**src/hw/rtl/sact_pkg.sv**
```systemverilog
package sact_pkg;

  // fixed field widths
  localparam int ADDR_W     = 64;
  localparam int BYTES_W    = 4;
  localparam int VICTIM_W   = 2;
  localparam int CNT_W      = 48;
  localparam int LFSR_W     = 32;
  localparam int APB_DATA_W = 32;
  localparam int APB_ADDR_W = 3;

  localparam logic [LFSR_W-1:0] LFSR_TAPS     = 32'hD000_0001;
  localparam logic [LFSR_W-1:0] LFSR_SEED_RST = 32'h0000_0001;
  localparam logic [CNT_W-1:0]  CNT_MAX       = {CNT_W{1'b1}};

  // register index, taken from paddr[2]
  localparam logic CFG_IDX_LFSR_SEED = 1'b0;

  // control into the replacement unit
  typedef struct packed {
    logic              load;
    logic [LFSR_W-1:0] seed;
    logic              prep;
    logic              adv;
  } lfsr_ctl_t;

  // one counter update per committed item
  typedef struct packed {
    logic               en;
    logic               is_store;
    logic               miss;
    logic               wb;
    logic [BYTES_W-1:0] nbytes;
  } cnt_upd_t;

  // counter bank contents
  typedef struct packed {
    logic [CNT_W-1:0] rd;
    logic [CNT_W-1:0] rd_miss;
    logic [CNT_W-1:0] wr;
    logic [CNT_W-1:0] wr_miss;
    logic [CNT_W-1:0] bytes_rd;
    logic [CNT_W-1:0] bytes_wr;
    logic [CNT_W-1:0] wb;
  } cnt_set_t;

endpackage

```
**src/hw/rtl/sact_counters.sv**
```systemverilog
module sact_counters (
  input  logic                clk,
  input  logic                rst_n,
  input  sact_pkg::cnt_upd_t  upd,
  output sact_pkg::cnt_set_t  cnt
);

  sact_pkg::cnt_set_t cnt_r;
  sact_pkg::cnt_set_t cnt_nxt;

  function automatic logic [sact_pkg::CNT_W-1:0] sat_inc(
    input logic [sact_pkg::CNT_W-1:0] c
  );
    return (c == sact_pkg::CNT_MAX) ? c : c + 1'b1;
  endfunction

  function automatic logic [sact_pkg::CNT_W-1:0] sat_add(
    input logic [sact_pkg::CNT_W-1:0]   c,
    input logic [sact_pkg::BYTES_W-1:0] n
  );
    logic [sact_pkg::CNT_W:0] s;
    s = {1'b0, c} + {{(sact_pkg::CNT_W + 1 - sact_pkg::BYTES_W){1'b0}}, n};
    return s[sact_pkg::CNT_W] ? sact_pkg::CNT_MAX : s[sact_pkg::CNT_W-1:0];
  endfunction

  // next counter values
  always_comb begin
    cnt_nxt = cnt_r;
    if (upd.en) begin
      if (upd.is_store) begin
        cnt_nxt.wr       = sat_inc(cnt_r.wr);
        cnt_nxt.bytes_wr = sat_add(cnt_r.bytes_wr, upd.nbytes);
        if (upd.miss) begin
          cnt_nxt.wr_miss = sat_inc(cnt_r.wr_miss);
        end
      end else begin
        cnt_nxt.rd       = sat_inc(cnt_r.rd);
        cnt_nxt.bytes_rd = sat_add(cnt_r.bytes_rd, upd.nbytes);
        if (upd.miss) begin
          cnt_nxt.rd_miss = sat_inc(cnt_r.rd_miss);
        end
      end
      if (upd.wb) begin
        cnt_nxt.wb = sat_inc(cnt_r.wb);
      end
    end
  end

  always_ff @(posedge clk) begin
    if (!rst_n) begin
      cnt_r <= '0;
    end else begin
      cnt_r <= cnt_nxt;
    end
  end

  assign cnt = cnt_r;

endmodule

```
**config.mk**
```make
export PLATFORM = sky130hd
export DESIGN_NAME = sact_counters
export DESIGN_NICKNAME = d
export VERILOG_FILES = /design/src/hw/rtl/sact_pkg.sv /design/src/hw/rtl/sact_counters.sv
export SDC_FILE = /design/constraint.sdc
export NUM_CORES = 1
export LEC_CHECK = 0
export BUFFER_PORTS_ARGS = -buffer_cell sky130_fd_sc_hd__buf_4
export CAP_MARGIN = 20
export CORE_AREA = 5 5 177 179
export CTS_BUF_LIST = sky130_fd_sc_hd__clkbuf_8
export DETAILED_ROUTE_END_ITERATION = 12
export DIE_AREA = 0 0 182 184
export PLACE_DENSITY = 0.8
export SLEW_MARGIN = 40
export SYNTH_ARGS = -nofsm -noshare
export SYNTH_HDL_FRONTEND = slang
export SYNTH_SLANG_ARGS = --single-unit
```
**constraint.sdc**
```tcl
create_clock -name clk -period 3.2 [get_ports clk]
set_input_delay 0.32 -clock clk [delete_from_list [all_inputs] [get_ports clk]]
set_output_delay 0.32 -clock clk [all_outputs]
set_load 0.02 [all_outputs]
```
Yosys cells after proc, flatten, opt, wreduce, memory -nomap -nowiden
Cells that the tools add are included.
W data, S select, Z words.

word-level totals
  register bits = 336
  input bits = 10
  output and inout bits = 336
  word-level logic and storage cells = 34

operators by class
  $add $sub $neg = 7
  equality and inequality tests = 5
  muxes and demuxes = 2
  bitwise gates (word level) = 6
  reductions and logical operators = 7

operators by type and width
  operator                 count
  $add A48 B1 Y48 const B  5
  $eq A48 B48 Y1 const B   5
  $add A48 B4 Y49          2
  $mux W48                 2
  $reduce_and A3 Y1        3
  $reduce_and A4 Y1        2
  $not A1 Y1               6
  $reduce_and A2 Y1        2

Depth between registers and ports, before layout
  word-level depth = 3
  mapped depth = 9
  mapped depth without buffers = 8

Worst setup path before layout
No wires, ideal clock.

  path kind = flip-flop to flip-flop
  start point = register cnt_r, in the netlist cnt[96]
  end point = register cnt_r, in the netlist cnt[140]
  library setup time = 136 ps
  data arrival time = 2,373 ps
  required time = 3,064 ps
  path slack = 691 ps
  stages on the path, launching flop included = 10
  period minus slack after synthesis = 2,509 ps
  cells stage by stage = dfxtp_1 > ha_1 > fa_1 > a211oi_1 > nor3_4 > nand3_1 > or2_2 > clkbuf_1 > clkbuf_1 > a31oi_1

on the way
  longest elaborated chain between the ends = 2

ends and longest elaborated chain
  item                    RTL line             RTL
  start, declared         sact_counters.sv:8   sact_pkg::cnt_set_t cnt_r;
  start signal, assigned  sact_counters.sv:53  cnt_r <= cnt_nxt;
  $add A48 B4 Y49         sact_counters.sv:22  s = {1'b0, c} + {{(sact_pkg::CNT_W + 1 - sact_pkg::BYTES_W){1'b0}}, n};
  $mux W48                sact_counters.sv:23  return s[sact_pkg::CNT_W] ? sact_pkg::CNT_MAX : s[sact_pkg::CNT_W-1:0];

No other way between the ends.
A chain may end at the register's enable or synchronous reset.

Final worst setup path
  start point = register cnt_r, in the netlist cnt[240]
  end point = register cnt_r, in the netlist cnt[249]

on the way
  longest elaborated chain between the ends = 3

ends and longest elaborated chain
  item
  branches (longest 3 deep; another with $add A48 B1 Y48)

Parallel ways; which one is timed is not known.

==> run summary <==
Antenna-violating nets left -> 0
Clk Latency, worst-skew pair -> 0.59 ns
Distinct cell type count after synthesis -> 68
Worst slew pin tran -> 0.770 ns
Die W -> 182 um
CP Cell Sequence -> ha_1, nand4_1, or4_4, and4bb_2, buf_4, nor3_1, xnor2_1, nor2_1
DP HPWL -> 35000 um
Sw frac -> 23.6%
Min cycle time layout -> 2.72 ns
Yosys reg bits -> 336
Critical path's top delay family -> simple AND/OR/NAND/NOR gates
Hold endpoint -> cnt[96]
Levels on crit path -> 8
XOR/XNOR share of the synthesized area -> 13.0%
Relative slew slack -> 48.7%
Post-CTS Setup Bufs -> 0
RSZ-0062 raised after global routing -> no
Worst EP required -> 3.66 ns
CP Launch Type -> flip-flop
Bufs on Longest Clock Path -> 3
Synth top area cells -> dfxtp_1 (41%), xnor2_1 (7.3%), nor2_1 (6.2%)
Final Hold Viols -> 0
Register-to-register setup slack -> 0.48 ns
Top cell type's share of synthesized area -> 40.6%
Mux contribution to synthesized area -> 1.09%
Chip Height -> 184 um
Pint -> 6410 uW
Post-CTS sizing -> 0
Routing usage on met2 -> 45.8%
Largest family of logic cells by synthesized area -> simple AND/OR/NAND/NOR gates
Largest net degree at the start of global routing -> 155
Iteration-0 DRC Markers -> 1262
Vias per cell -> 5.91
CTS Hold Bufs -> 0
Max reg flops -> 336
CTS Sinks -> 336
Mapped Cells -> 1994
Max H-tree Level -> 2
Hold depth -> 3
Post-Route WL -> 49100 um
CP Class -> reg2reg
Post-synth EDFFs -> 0
Net switching power -> 1980 uW
Clock Skew -> 0.0290 ns
CTS Root Cell -> clkbuf_8
Post-Syn Area -> 16600 um2
Pwr dens -> 403 nW/um2
Core Region -> 29400 um2
Hold Crit Start -> upd[0]
Die area -> 33500 um2
Max incr delay on CP -> 0.68 ns
Adder-cell area share of the yosys netlist -> 1.22%
Vias -> 16468
Multi-input logic area -> 9420 um2
Area Overhead vs Synth -> 25.5%
Seq/Total Area, Yosys -> 40.6%
Reg clk slew, reported paths -> 0.06 ns
Setup TNS -> 0 ns
Avg Inst Size Synth -> 8.32 um2
Maxcap violations -> 0
FF+latch area -> 6730 um2
Post-Synth Simple-Gate Area -> 33.4%
Final Util -> 70.8%
FMAX -> 368 MHz
YS warnings -> 0
Cts bufs inserted -> 56
Async SR Flop Fraction -> 0%
Area leader, netlist -> dfxtp_1
Reg2reg start -> cnt[240]
Vias in the first global route -> 15764
Gr busiest metal -> met2
Synth Area in Compound Gates -> 7.90%
FF-to-FF path depth -> 8
Total GRT Usage -> 28.0%
Combinational share of power -> 3.5%
Worst ir drop on vdd -> 0.000346 V
Worst Setup End Kind -> flip-flop
Crit path max fanout -> 23
# fillers -> 2337
CTS tree -> yes
Fin nets -> 2376
Max Slew Vio Count -> 0
Min-Delay Path Class -> in2reg
Final setup fails -> 0
Ant diodes -> 0
Register share of total power -> 50.2%
Wire length per cell -> 17.6 um
GPL Wtd Cong -> 0.943
Count of input and output buffers -> 345
GR met1 Demand/Resource -> 36.2%
Drt pass-1 iters -> 5
Final worst path period share -> 85.0%
Gr ovfl total -> 0
Outcome -> completed
Crit path DAT -> 3.18 ns
Met3 Track Usage GR -> 6.37%
Io pins -> 346
Top FF cell, synth -> dfxtp_1
Slowest library cell on the worst path -> and4bb_2
Rows -> 63
Reg2reg end -> cnt[249]
Power share of the clock group -> 46.3%
Initial Util -> 56.4%
Layout cells sized above 1 -> 21.2%
Remaining DRCs -> 0
Synthesized Nets -> 2019
First-pass GRT wire length -> 79900 um
CP bufs+invs -> 1
Antenna violations before repair -> 0
Leak pwr -> 0.00802 uW
how the worst max path moves through the flow:
stage | startpoint | endpoint | slack (ns)
floorplan | cnt[96] | cnt[140] | 0.69
global placement | upd[0] | cnt[90] | 0.49
detailed placement | upd[0] | cnt[90] | 0.33
CTS | cnt[48] | cnt[90] | 0.34
global route | cnt[240] | cnt[249] | 0.33
finish | cnt[240] | cnt[249] | 0.48
power groups by stage:
stage	Sequential (uW)	Combinational (uW)	Clock, uW
2_1_floorplan	4320	161	0
3_3_place_gp	4310	275	0
3_5_place_dp	4310	283	0
4_1_cts	4220	285	3950
5_1_grt	4220	315	4170
6_report	4220	290	3890
layer usage:
layer	wire [um]	vias up
li1	-	7858
met5	0	-
met3	4090	121
met2	22800	662
met1	20600	7827
met4	1620	0
synth_stat cells, drive strengths merged, types with 49 or more instances:
master    n
dfxtp   336
nor2    275
nand2   161
xnor2   139
nand3   134
nand4   128
xor2    108
a21oi   100
nor3     88
clkbuf   70
and3     68
nor4     49
layout by cell type (no fill, tap or decap), types with 11 or more instances in the layout:
cell / count
and4_1: 34
nand4_1: 126
nand2b_1: 19
or3_1: 21
ha_1: 13
buf_4: 380
nand2_1: 161
and2_1: 18
nor4_1: 38
o21ai_0: 25
dfxtp_1: 336
inv_1: 52
xnor2_1: 139
and3_1: 68
a21oi_1: 100
xor2_1: 108
nor2_1: 275
clkbuf_8: 73
nand3_1: 134
nor3b_1: 11
nor3_1: 85
mux2i_1: 18
worst register-to-register path: stages, from the launching register on:
cell	delay, ns
dfxtp_1	0.41
ha_1	0.23
nand4_1	0.14
or4_4	0.59
and4bb_2	0.68
buf_4	0.26
nor3_1	0.07
xnor2_1	0.18
nor2_1	0.06
cell type report:
type | count | share of cell area, %
Multi-Input combinational cell | 1541 | 45.2
Sequential cell | 336 | 32.3
Timing Repair Buffer | 381 | 13.8
Clock buffer | 73 | 4.83
Tap cell | 390 | 2.34
Clock inverter | 31 | 0.793
Inverter | 35 | 0.691
kinds of logic after synthesis:
family	Yosys count
DFF	336
buffers and inverters	117
adders and majority gates	15
and+or+nand+nor	1058
AOI/OAI and AO/OA	203
muxes	18
xor gates and xnor gates	247
metrics by stage:
step                worst slack [ns]  hold WS [ns]  std cells  total power (uW)  cell area (um2)
floorplan                      0.691         0.470       1994              4480            16600
global placement               0.488         0.470       2682              4580            19600
detailed placement             0.335         0.483       2682              4590            19600
CTS                            0.336         0.101       2786              8450            20800
global route                   0.334         0.109       2787              8700            20800
finish                         0.481         0.144       2787              8400            20800
Note: power is estimated with default switching activity, not from simulation.
